$ cat src/hw/rtl/rrhl_pkg.sv
// Package for the round-robin hand-off lock manager: request and result codes,
// controller state type and the command/status structs between controller and datapath.
// No dependencies.
package rrhl_pkg;

    // Request kinds.
    localparam logic [1:0] KIND_ACQUIRE = 2'd0;
    localparam logic [1:0] KIND_RELEASE = 2'd1;
    localparam logic [1:0] KIND_TRY     = 2'd2;
    localparam logic [1:0] KIND_NONE    = 2'd3;

    // Result status codes.
    localparam logic [1:0] STAT_GRANTED  = 2'd0;
    localparam logic [1:0] STAT_QUEUED   = 2'd1;
    localparam logic [1:0] STAT_REFUSED  = 2'd2;
    localparam logic [1:0] STAT_RELEASED = 2'd3;

    typedef enum logic [1:0] {
        ST_IDLE,
        ST_EVAL,
        ST_FINISH
    } rrhl_state_t;

    // Commands from the controller to the datapath.
    typedef struct packed {
        logic load;    // request accepted: capture it and start the count read
        logic eval;    // count data is back: update state and run the search
        logic finish;  // move the staged result into the response register
    } rrhl_cmd_t;

    // Status from the datapath to the controller.
    typedef struct packed {
        logic req_noop;  // the offered request has the unused kind
        logic rsp_busy;  // the response register holds a result not yet taken
    } rrhl_sts_t;

endpackage

$ cat src/hw/rtl/rrhl_ctrl.sv
// Controller state machine for the round-robin hand-off lock manager.
// Depends on rrhl_pkg.
module rrhl_ctrl
(
    input  logic               clk,
    input  logic               rst_n,
    input  logic               req_valid,
    output logic               req_ready,
    input  rrhl_pkg::rrhl_sts_t sts,
    output rrhl_pkg::rrhl_cmd_t cmd
);
    import rrhl_pkg::*;

    rrhl_state_t state_reg;
    rrhl_state_t state_next;

    always_ff @(posedge clk or negedge rst_n)
    begin
        if (!rst_n)
        begin
            state_reg <= ST_IDLE;
        end
        else
        begin
            state_reg <= state_next;
        end
    end

    // Next state.
    always_comb
    begin
        state_next = state_reg;
        case (state_reg)
            ST_IDLE:
            begin
                if (req_valid && !sts.req_noop)
                begin
                    state_next = ST_EVAL;
                end
            end
            ST_EVAL:
            begin
                state_next = ST_FINISH;
            end
            ST_FINISH:
            begin
                if (!sts.rsp_busy)
                begin
                    state_next = ST_IDLE;
                end
            end
            default:
            begin
                state_next = ST_IDLE;
            end
        endcase
    end

    // Outputs.
    always_comb
    begin
        req_ready  = 1'b0;
        cmd.load   = 1'b0;
        cmd.eval   = 1'b0;
        cmd.finish = 1'b0;
        case (state_reg)
            ST_IDLE:
            begin
                req_ready = 1'b1;
                cmd.load  = req_valid && !sts.req_noop;
            end
            ST_EVAL:
            begin
                cmd.eval = 1'b1;
            end
            ST_FINISH:
            begin
                cmd.finish = !sts.rsp_busy;
            end
            default:
            begin
                req_ready = 1'b0;
            end
        endcase
    end

endmodule

$ cat src/hw/rtl/rrhl_dpath.sv
// Datapath of the round-robin hand-off lock manager: waiter count memory, nonzero flags,
// in-use flag, cyclic hand-off search and the response register. Depends on rrhl_pkg.
module rrhl_dpath
#(
    parameter int SLOTS       = 64,
    parameter int MAX_WAITERS = 255
)
(
    input  logic                clk,
    input  logic                rst_n,
    input  rrhl_pkg::rrhl_cmd_t cmd,
    output rrhl_pkg::rrhl_sts_t sts,
    input  logic [1:0]          kind,
    input  logic [5:0]          slot,
    output logic                rsp_valid,
    input  logic                rsp_ready,
    output logic [1:0]          status,
    output logic                grant_valid,
    output logic [5:0]          grant_slot
);
    import rrhl_pkg::*;

    localparam int AW = (SLOTS > 1) ? $clog2(SLOTS) : 1;
    localparam int CW = $clog2(MAX_WAITERS + 1);
    localparam int DW = 2 * SLOTS;

    // Waiter counts; an entry whose nonzero flag is clear reads as zero.
    logic [CW-1:0]    mem [SLOTS];
    logic [CW-1:0]    rd_reg;
    logic [SLOTS-1:0] nz_reg;
    logic             in_use_reg;

    // Captured request.
    logic [1:0]       kind_reg;
    logic [AW-1:0]    addr_reg;
    logic             ok_reg;

    // Staged result.
    logic [1:0]       stat_reg;
    logic             rel_reg;
    logic             found_reg;
    logic             own_reg;
    logic [SLOTS-1:0] hot_reg;

    // Response register.
    logic             rsp_valid_reg;
    logic [1:0]       status_reg;
    logic             grant_valid_reg;
    logic [5:0]       grant_slot_reg;

    logic [CW-1:0]    cur;
    logic [CW-1:0]    cnt_up;
    logic [CW-1:0]    cnt_dn;
    logic [SLOTS-1:0] others;
    logic [DW-1:0]    dbl;
    logic [DW-1:0]    base;
    logic [DW-1:0]    pick;
    logic [SLOTS-1:0] hot_next;
    logic [AW-1:0]    hot_idx;

    assign sts.req_noop = (kind == KIND_NONE);
    assign sts.rsp_busy = rsp_valid_reg && !rsp_ready;

    assign cur    = nz_reg[addr_reg] ? rd_reg : '0;
    assign cnt_up = (cur < CW'(MAX_WAITERS)) ? cur + CW'(1) : cur;
    assign cnt_dn = (cur != '0) ? cur - CW'(1) : cur;

    // First waiting slot after the releaser in cyclic order: the vector of other
    // waiting slots is doubled and the lowest set bit at or above slot+1 is isolated.
    always_comb
    begin
        others           = nz_reg;
        others[addr_reg] = 1'b0;
        dbl              = {others, others};
        base             = DW'(1) << (DW'(addr_reg) + DW'(1));
        pick             = dbl & ~(dbl - base);
        hot_next         = pick[SLOTS-1:0] | pick[DW-1:SLOTS];
    end

    // One-hot to index.
    always_comb
    begin
        hot_idx = '0;
        for (int i = 0; i < SLOTS; i++)
        begin
            if (hot_reg[i])
            begin
                hot_idx = hot_idx | AW'(i);
            end
        end
    end

    // Count memory with registered read.
    always_ff @(posedge clk)
    begin
        if (cmd.load)
        begin
            rd_reg <= mem[AW'(slot)];
        end
        if (cmd.eval && ok_reg)
        begin
            if (kind_reg == KIND_ACQUIRE || (kind_reg == KIND_TRY && !in_use_reg))
            begin
                mem[addr_reg] <= cnt_up;
            end
            else if (kind_reg == KIND_RELEASE)
            begin
                mem[addr_reg] <= cnt_dn;
            end
        end
    end

    // Request capture and staged result (payload, no reset).
    always_ff @(posedge clk)
    begin
        if (cmd.load)
        begin
            kind_reg <= kind;
            addr_reg <= AW'(slot);
            ok_reg   <= (32'(slot) < SLOTS);
        end
        if (cmd.eval)
        begin
            hot_reg   <= hot_next;
            found_reg <= (others != '0);
            own_reg   <= (cnt_dn != '0);
            rel_reg   <= ok_reg && (kind_reg == KIND_RELEASE);
            if (!ok_reg)
            begin
                stat_reg <= STAT_REFUSED;
            end
            else
            begin
                case (kind_reg)
                    KIND_ACQUIRE: stat_reg <= in_use_reg ? STAT_QUEUED : STAT_GRANTED;
                    KIND_TRY:     stat_reg <= in_use_reg ? STAT_REFUSED : STAT_GRANTED;
                    KIND_RELEASE: stat_reg <= STAT_RELEASED;
                    default:      stat_reg <= STAT_REFUSED;
                endcase
            end
        end
        if (cmd.finish)
        begin
            status_reg      <= stat_reg;
            grant_valid_reg <= rel_reg && (found_reg || own_reg);
            if (rel_reg && found_reg)
            begin
                grant_slot_reg <= 6'(hot_idx);
            end
            else if (rel_reg && own_reg)
            begin
                grant_slot_reg <= 6'(addr_reg);
            end
            else
            begin
                grant_slot_reg <= '0;
            end
        end
    end

    // Control state: nonzero flags, in-use flag, response valid.
    always_ff @(posedge clk or negedge rst_n)
    begin
        if (!rst_n)
        begin
            nz_reg        <= '0;
            in_use_reg    <= 1'b0;
            rsp_valid_reg <= 1'b0;
        end
        else
        begin
            if (cmd.eval && ok_reg)
            begin
                case (kind_reg)
                    KIND_ACQUIRE:
                    begin
                        nz_reg[addr_reg] <= 1'b1;
                        in_use_reg       <= 1'b1;
                    end
                    KIND_TRY:
                    begin
                        if (!in_use_reg)
                        begin
                            nz_reg[addr_reg] <= 1'b1;
                            in_use_reg       <= 1'b1;
                        end
                    end
                    KIND_RELEASE:
                    begin
                        nz_reg[addr_reg] <= (cnt_dn != '0);
                        in_use_reg       <= (others != '0) || (cnt_dn != '0);
                    end
                    default:
                    begin
                        in_use_reg <= in_use_reg;
                    end
                endcase
            end
            if (cmd.finish)
            begin
                rsp_valid_reg <= 1'b1;
            end
            else if (rsp_ready)
            begin
                rsp_valid_reg <= 1'b0;
            end
        end
    end

    assign rsp_valid   = rsp_valid_reg;
    assign status      = status_reg;
    assign grant_valid = grant_valid_reg;
    assign grant_slot  = grant_slot_reg;

endmodule

$ cat src/hw/rtl/round_robin_handoff_lock.sv
// Top level of the round-robin hand-off lock manager.
// Depends on rrhl_pkg, rrhl_ctrl and rrhl_dpath.
//
// Usage:
// One lock shared by up to SLOTS requesters. Each request (kind, slot) on the
// req channel is an acquire, a release or a try-acquire; every request except
// the unused kind gives exactly one result (status, grant_valid, grant_slot) on
// the rsp channel. The unused kind is accepted and dropped with no result.
// A release that hands the lock on raises grant_valid and names the receiving
// slot: the next slot after the releaser, in cyclic order, that has waiters,
// or the releaser itself when only its own waiters remain.
// Timing: a request is taken in the idle cycle and its waiter count is read
// out of the count memory at that same edge. The update plus cyclic search
// over the per-slot nonzero flags runs in the next cycle and is staged, and
// the result enters the response register in the finish state, once that
// register is free. The block works on one request at a time: a new request
// is taken only in idle, after the last result has entered that register.
// A stalled receiver holds the result in the response register; a new request
// is still accepted and worked on, and waits only to enter that register.
// Reset clears the in-use flag and all nonzero flags, so every count reads as
// zero without a clearing pass; the block is ready right after reset.
module round_robin_handoff_lock
#(
    parameter int SLOTS       = 64,
    parameter int MAX_WAITERS = 255
)
(
    input  logic       clk,
    input  logic       rst_n,
    input  logic       req_valid,
    output logic       req_ready,
    input  logic [1:0] kind,
    input  logic [5:0] slot,
    output logic       rsp_valid,
    input  logic       rsp_ready,
    output logic [1:0] status,
    output logic       grant_valid,
    output logic [5:0] grant_slot
);
    import rrhl_pkg::*;

    rrhl_cmd_t cmd;
    rrhl_sts_t sts;

    // Sequencing: idle, evaluate, finish.
    rrhl_ctrl u_ctrl
    (
        .clk       (clk),
        .rst_n     (rst_n),
        .req_valid (req_valid),
        .req_ready (req_ready),
        .sts       (sts),
        .cmd       (cmd)
    );

    // Counts, flags, search and response register.
    rrhl_dpath
    #(
        .SLOTS       (SLOTS),
        .MAX_WAITERS (MAX_WAITERS)
    )
    u_dpath
    (
        .clk         (clk),
        .rst_n       (rst_n),
        .cmd         (cmd),
        .sts         (sts),
        .kind        (kind),
        .slot        (slot),
        .rsp_valid   (rsp_valid),
        .rsp_ready   (rsp_ready),
        .status      (status),
        .grant_valid (grant_valid),
        .grant_slot  (grant_slot)
    );

endmodule

$ cat config.mk
export PLATFORM = sky130hd
export DESIGN_NAME = round_robin_handoff_lock
export DESIGN_NICKNAME = d
export VERILOG_FILES = /design/src/hw/rtl/rrhl_pkg.sv /design/src/hw/rtl/rrhl_ctrl.sv /design/src/hw/rtl/rrhl_dpath.sv /design/src/hw/rtl/round_robin_handoff_lock.sv
export SDC_FILE = /design/constraint.sdc
export NUM_CORES = 1
export LEC_CHECK = 0
export ABC_CLOCK_PERIOD_IN_PS = 12500
export BUFFER_PORTS_ARGS = -buffer_cell sky130_fd_sc_hd__buf_2
export CORE_UTILIZATION = 43
export CTS_CLUSTER_SIZE = 16
export DETAILED_ROUTE_END_ITERATION = 16
export HOLD_SLACK_MARGIN = 0.06
export REMOVE_ABC_BUFFERS = 1
export SLEW_MARGIN = 20
export SYNTH_ARGS = -nofsm -noshare
export SYNTH_HDL_FRONTEND = slang
export SYNTH_SLANG_ARGS = --single-unit
$ cat constraint.sdc
create_clock -name clk -period 12.5 [get_ports clk]
set_input_delay 0 -clock clk [delete_from_list [all_inputs] [get_ports clk]]
set_output_delay 0 -clock clk [all_outputs]
set_load 0.1 [all_outputs]
## Yosys cells after proc, flatten, opt, wreduce, memory -nomap -nowiden

Memory sizes are Yosys's and may differ from the RTL's. A register that Yosys moved wholly into a read port is not among the register bits.
Index checks and enable logic that the tools add are counted.

| cells by class | value |
|---|---|
| $add $sub $neg | 4 |
| order comparisons | 3 |
| equal/unequal tests | 9 |
| shifts and indexed selects | 1 |
| multiplexer cells | 111 |
| bitwise operators | 7 |
| reductions and logical operators | 22 |

Operators by type and width:

| kind | count |
|---|---|
| $mux 64 | 4 |
| $mux 6 | 37 |
| $pmux 64 s3 | 1 |
| $and 128x128->128 | 1 |
| $not 128->128 | 1 |
| $or 64x64->64 | 2 |
| $shl 1x128->128 const A | 1 |
| $sub 128x128->128 | 1 |
| $mux 5 | 16 |
| $and 64x64->64 | 1 |
| $bwmux 64 | 1 |
| $not 64->64 | 1 |
| $reduce_bool 64->1 | 1 |
| $mux 4 | 8 |
| $mux 8 | 4 |
| $mux 1 | 22 |
| $mux 2 | 9 |
| $reduce_bool 8->1 | 2 |
| $mux 3 | 4 |
| $pmux 2 s3 | 2 |
| $add 8x1->8 const B | 1 |
| $lt 8x8->1 const B | 1 |
| $sub 8x1->8 const B | 1 |
| $add 6x1->7 const B | 1 |
| 19 further kinds | 34 |

| word-level totals | value |
|---|---|
| flip-flop bits (word level) | 154 |
| memory bits (writable) | 512 |
| input bits | 12 |
| output and inout bits | 11 |
| logic and storage cells | 172 |
| memories | 1 |

Memory list:

| name | words | width | read ports | clocked after memory_dff | write ports | line | RTL |
|---|---|---|---|---|---|---|---|
| u_dpath.mem | 64 | 8 | 1 | 1 | 1 | rrhl_dpath.sv:28 | `logic [CW-1:0] mem [SLOTS];` |

## Logic depth before layout (Yosys ltp)

| depth | value |
|---|---|
| word-level depth | 65 |
| depth in mapped cells | 23 |
| depth with buffers taken out | 19 |

## Modules after synthesis

From an unflattened synthesis, not the netlist that was laid out.

| unflattened totals | value |
|---|---|
| cell total of the unflattened synthesis | 2885 |
| area total of the unflattened synthesis | 36092.1 sq um |

Modules (own cells, without submodules):

| module | times used | cells each | area an instance (sq um) | seq. area each (sq um) |
|---|---|---|---|---|
| rrhl_dpath | 1 | 2876 | 35990.8 | 19819.0 |
| rrhl_ctrl | 1 | 9 | 101.3 | 50.0 |

## Worst setup path after synthesis

No wires, ideal clock.

| path | value |
|---|---|
| path type | flip-flop to flip-flop |
| start | register u_ctrl.state_reg[1] |
| end | memory u_dpath.mem[0][4] in the netlist's numbering (data pin) |
| setup time | 729 ps |
| data arrival time | 6008 ps |
| required time | 11771 ps |
| slack | 5763 ps |
| cell stages (with the launch flop) | 7 |
| buffers on the path | 1 |
| clock period less this slack | 6737 ps |
| path through | dfrtp_1 -> nor2b_1 -> clkbuf_1 -> nand2_1 -> nor2_1 -> nand2_1 -> o32ai_1 |

| on the way | value |
|---|---|
| longest elaborated chain between the ends | 5 |

RTL lines:

| element | line | RTL |
|---|---|---|
| start, declared | rrhl_ctrl.sv:14 | `rrhl_state_t state_reg;` |
| start signal, assigned | rrhl_ctrl.sv:25 | `state_reg <= state_next;` |
| $eq 2x1->1 | rrhl_ctrl.sv:66 | `case (state_reg)` |
| $mux 1 | rrhl_ctrl.sv:66 |  |
| $mux 1 | rrhl_dpath.sv:100 | `if (cmd.eval && ok_reg)` |
| $mux 1 (not written as such) | rrhl_dpath.sv:108 | `mem[addr_reg] <= cnt_dn;` |
| $mux 8 (no line) | -- |  |
| end, declared | rrhl_dpath.sv:28 |  |

No other way between the ends.

## Worst setup path in the final report

| path | value |
|---|---|
| start | register u_dpath.addr_reg[1] |
| end | register u_dpath.hot_reg[7] (data pin) |

| on the way | value |
|---|---|
| longest elaborated chain between the ends | 10 |
| elaborated cells on any way between the ends | 13 |
| those cells by class | add/sub: 2; order compare: 2; shift: 1; mux: 2; bitwise: 5; reduce/logical: 1 |

RTL lines:

| element | line | RTL |
|---|---|---|
| start, declared | rrhl_dpath.sv:35 | `logic [AW-1:0] addr_reg;` |
| start signal, assigned | rrhl_dpath.sv:119 | `addr_reg <= AW'(slot);` |
| $lt 6x7->1 (not written as such) / $ge 6x1->1 (equally long branches) | rrhl_dpath.sv:73 | `others[addr_reg] = 1'b0;` |
| $logic_and 1x1->1 (not written as such) | rrhl_dpath.sv:73 |  |
| $mux 1 (not written as such) | rrhl_dpath.sv:73 |  |
| $demux 1 s6 | -- |  |
| $not 64->64 (no line) | -- |  |
| $and 64x64->64 (no line) | -- |  |
| $sub 128x128->128 | rrhl_dpath.sv:76 | `pick = dbl & ~(dbl - base);` |
| $not 128->128 | rrhl_dpath.sv:76 |  |
| $and 128x128->128 (*) | rrhl_dpath.sv:76 |  |
| $or 64x64->64 (*) | rrhl_dpath.sv:77 | `hot_next = pick[SLOTS-1:0] \| pick[DW-1:SLOTS];` |
| net u_dpath.hot_next[7] | rrhl_dpath.sv:58 | `logic [SLOTS-1:0] hot_next;` |
| end signal, assigned | rrhl_dpath.sv:124 | `hot_reg <= hot_next;` |
| end, declared | rrhl_dpath.sv:43 | `logic [SLOTS-1:0] hot_reg;` |

Mark *: on every way through the listed nets, which the timed path passes. The rest lies on a longest branch.
A chain may end at the register's enable or synchronous reset.

==> impl_results.md <==
- Outcome: finished, final reports clean
- Die height: 295 µm
- DPL Wire Length: 90400 µm
- Final Hold Viols: 0
- Overall Power: approximately 6.9 mW
- Global-route total usage across every layer: between 20% and 30%
- Global placer's final weighted congestion: 0.998
- CTS tree: yes
- Number of warnings printed during yosys synthesis: 0
- Setup repair after global routing missed its margin: no
- Final number of setup-violating endpoints: 0
- Number of I/O port buffers: 22
- TritonCTS Buffers: 74
- Synthesized area: approximately 0.037 mm²
- Filler cell count in the final layout: around 7500
- Synthesized netlist cell count: roughly 3000
- Largest cells by area after synthesis: edfxtp_1 49%, mux4_2 11%, dfrtp_1 4.6%
- H-tree depth reported by CTS: 3
- Detailed Routing Iterations Pass 1: 6
- Buffer levels on the longest clock path: 3
- Yosys reg bits: 673
- Grt ovf: 0
- Main synth FF type: edfxtp_1
- Fraction of the cycle the final worst path needs: around 55%
- Routed vias: 25800
- Core region area: between 0.08 and 0.09 mm²
- # rows: between 100 and 150
- Worst path arrival time: just over 7000 ps
- Initial antenna violation count: 6
- Die footprint: between 0.08 and 0.09 mm²
- Slew headroom: 21.6%
- Count of cells resized by post-cts repair: 0
- Post-detailed-routing wire length: between 100000 and 150000 µm
- Filler-free cell count of the finished design: around 4200
- Post-synth top area cell: edfxtp_1
- Final #Nets: roughly 3200
- Via density per instance: approximately 6.1
- Number of buffers inserted by post-CTS setup repair: 0
- FF/Latch Area: around 0.020 mm²
- Critical path data required time: between 10000 and 15000 ps
- Worst vdd rail ir drop: 0.0867 mV
- Wire length per cell: 28.3 µm
- Number of maximum-capacitance constraint violations: 0
- Total power divided by cell area: ~170 mW/mm²
- TNS Setup: 0 ps
- Path type of the worst min-delay path: input pin to flip-flop
- Number of enable flip-flop cells after synthesis: a little over 600
- Remaining design rule violation count: 0
- Post-CTS clock slew at the launch and capture registers of the worst setup and hold paths: ~60 ps
- Max FFs per register: between 500 and 600
- Multi-input gate area in the final layout: roughly 0.016 mm²
- Share of the synthesized area in the top cell type: approximately 49%
- Clock latency of the later-clocked register in the worst-skew pair: between 600 and 700 ps
- Critical Path Start Type: flip-flop
- F_max: 0.145 GHz
- Final period demand of the worst path: 6900 ps
- Initial Utilization: 43.7%
- Fin. max-slew vios: 0
- Area added between synthesis and finish: 10.4%
- Avg Synthesized Cell Area: approximately 12 µm²
- Largest net degree at the start of global routing: 69
- Max Fanout on Critical Path: 24
- Wire length of the first global-routing pass: between 150000 and 200000 µm
- Width of the chip: 295 µm
- Largest clock skew in the final design: about 25 ps
- Static Leakage: between 15 and 20 nW
- Post-synth cell types: roughly 100
- Number of I/O pins: 23
- Type of the setup path with the least slack: flip-flop to flip-flop
- Via count of the first global-routing pass: ~25000
- Post-synthesis async set-or-reset flop share: between 10 and 15%
- Setup crit end kind: flip-flop
- Total clock sinks: approximately 670
- Root Buffer Master: clkbuf_16
- Transition time of the tightest slew-check pin: roughly 1200 ps
- Final core utilization: between 40% and 50%
- Detail Route Antenna Nets: 0
- Placed Instances: between 4000 and 5000
- DRC violation total after the first TritonRoute iteration: roughly 2800
- Share of synthesized area occupied by flip-flops and latches: 53.9%
- Proportion of layout cells with a drive suffix above 1: 14.5%
[what timing repair did]
action                                  in CTS  in global routing
endpoints found under the hold margin      102                  0
hold buffers                                11                  0
endpoints found under the setup margin       0                  0
[report_power, final]
group	internal [mW]	switching, mW
Combinational	0.673	1.41
Clock	1.23	0.904
Sequential	2.59	0.0749
Total	4.49	2.39
[logic make-up after synthesis]
kind of cell               synth area share, %
and+or+nand+nor                           10.1
AOI/OAI and AO/OA                         13.5
DFF                                       53.9
buffers and inverters                     3.86
muxes                                     11.2
adders and majority gates                 4.61
xor gates and xnor gates                  2.73
other                                   0.0204
[worst max-delay path, stage by stage (launching register included)]
cell and delay [ps]:
edfxtp_1 980, and2_1 370, nand3_1 260, nor2_1 550, inv_1 240, nand2_1 170
inv_1 90, ha_1 390, nand2_1 220, nor4b_2 440, inv_1 120, a211oi_2 610
o31ai_2 300, o21bai_1 520, a221oi_2 150, o21ai_1 600, a31oi_1 310, xnor2_1 220
a21oi_1 80
[final timing paths]
path,startpoint,end,slack [ps],depth (start not counted)
setup / recovery,u_dpath.addr_reg[1],u_dpath.hot_reg[7],5600,18
hold / removal,slot[0],u_dpath.addr_reg[0],40,1
setup reg to reg,u_dpath.addr_reg[1],u_dpath.hot_reg[7],5600,18
hold reg to reg,u_dpath.stat_reg[1],u_dpath.status[1],420,0
max in group asynchronous,rst_n,u_dpath.nz_reg[49],11670,3
min in group asynchronous,rst_n,u_dpath.in_use_reg,130,3
[layer usage]
layer | global-route usage, % | up-vias | routed length, µm
met5 | 0 | - | 0
met4 | 6.83 | 0 | 3030
met3 | 4.35 | 161 | 8660
met2 | 43.3 | 1093 | 54900
met1 | 40.0 | 13100 | 53400
li1 | - | 11500 | -
[placed cells by master (no fill, tap or decap), drive strengths merged, types with 18 or more instances in the layout]
master and count:
conb 63, inv 182, nor4 45, xor2 43, o21ai 116, a31oi 21
ha 134, dfrtp 68, nand2 238, edfxtp 605, mux4 172, a21o 64
nand4 70, o21bai 35, and2 18, o21a 19, clkbuf 92, nor2 246
and3 18, clkinv 34, nand3 35, nor2b 19, o31ai 19, a21oi 371
xnor2 72, nor3 35, buf 43
[stage by stage]
step           worst slack [ps]  cell area (µm²)  hold WS (ps)
6_report                   5600            40700          44.3
5_1_grt                    5430            40600           138
4_1_cts                    5900            40600           111
3_5_place_dp               5930            38200           221
3_3_place_gp               5340            38200           217
2_1_floorplan              3020            36300          -296
[cell type report]
class / count / share of cell area (%)
antenna: 2 / 0.0123
clock buffer: 91 / 4.87
clock inverter: 43 / 0.911
inverter: 180 / 1.66
multi-input combinational: 2054 / 39.2
sequential: 673 / 48.9
tap: 1134 / 3.49
timing repair buffer: 55 / 0.982
[synthesized netlist by cell type (all sizes together), types with 45 or more instances]
library cell,instances
nor2,246
dfrtp,68
mux4,172
clkbuf,77
edfxtp,605
nand4,70
buf,71
a21oi,371
inv,179
xnor2,72
ha,134
a21o,64
nor4,45
nand2,238
o21ai,116
Note: power is estimated with default switching activity, not from simulation.
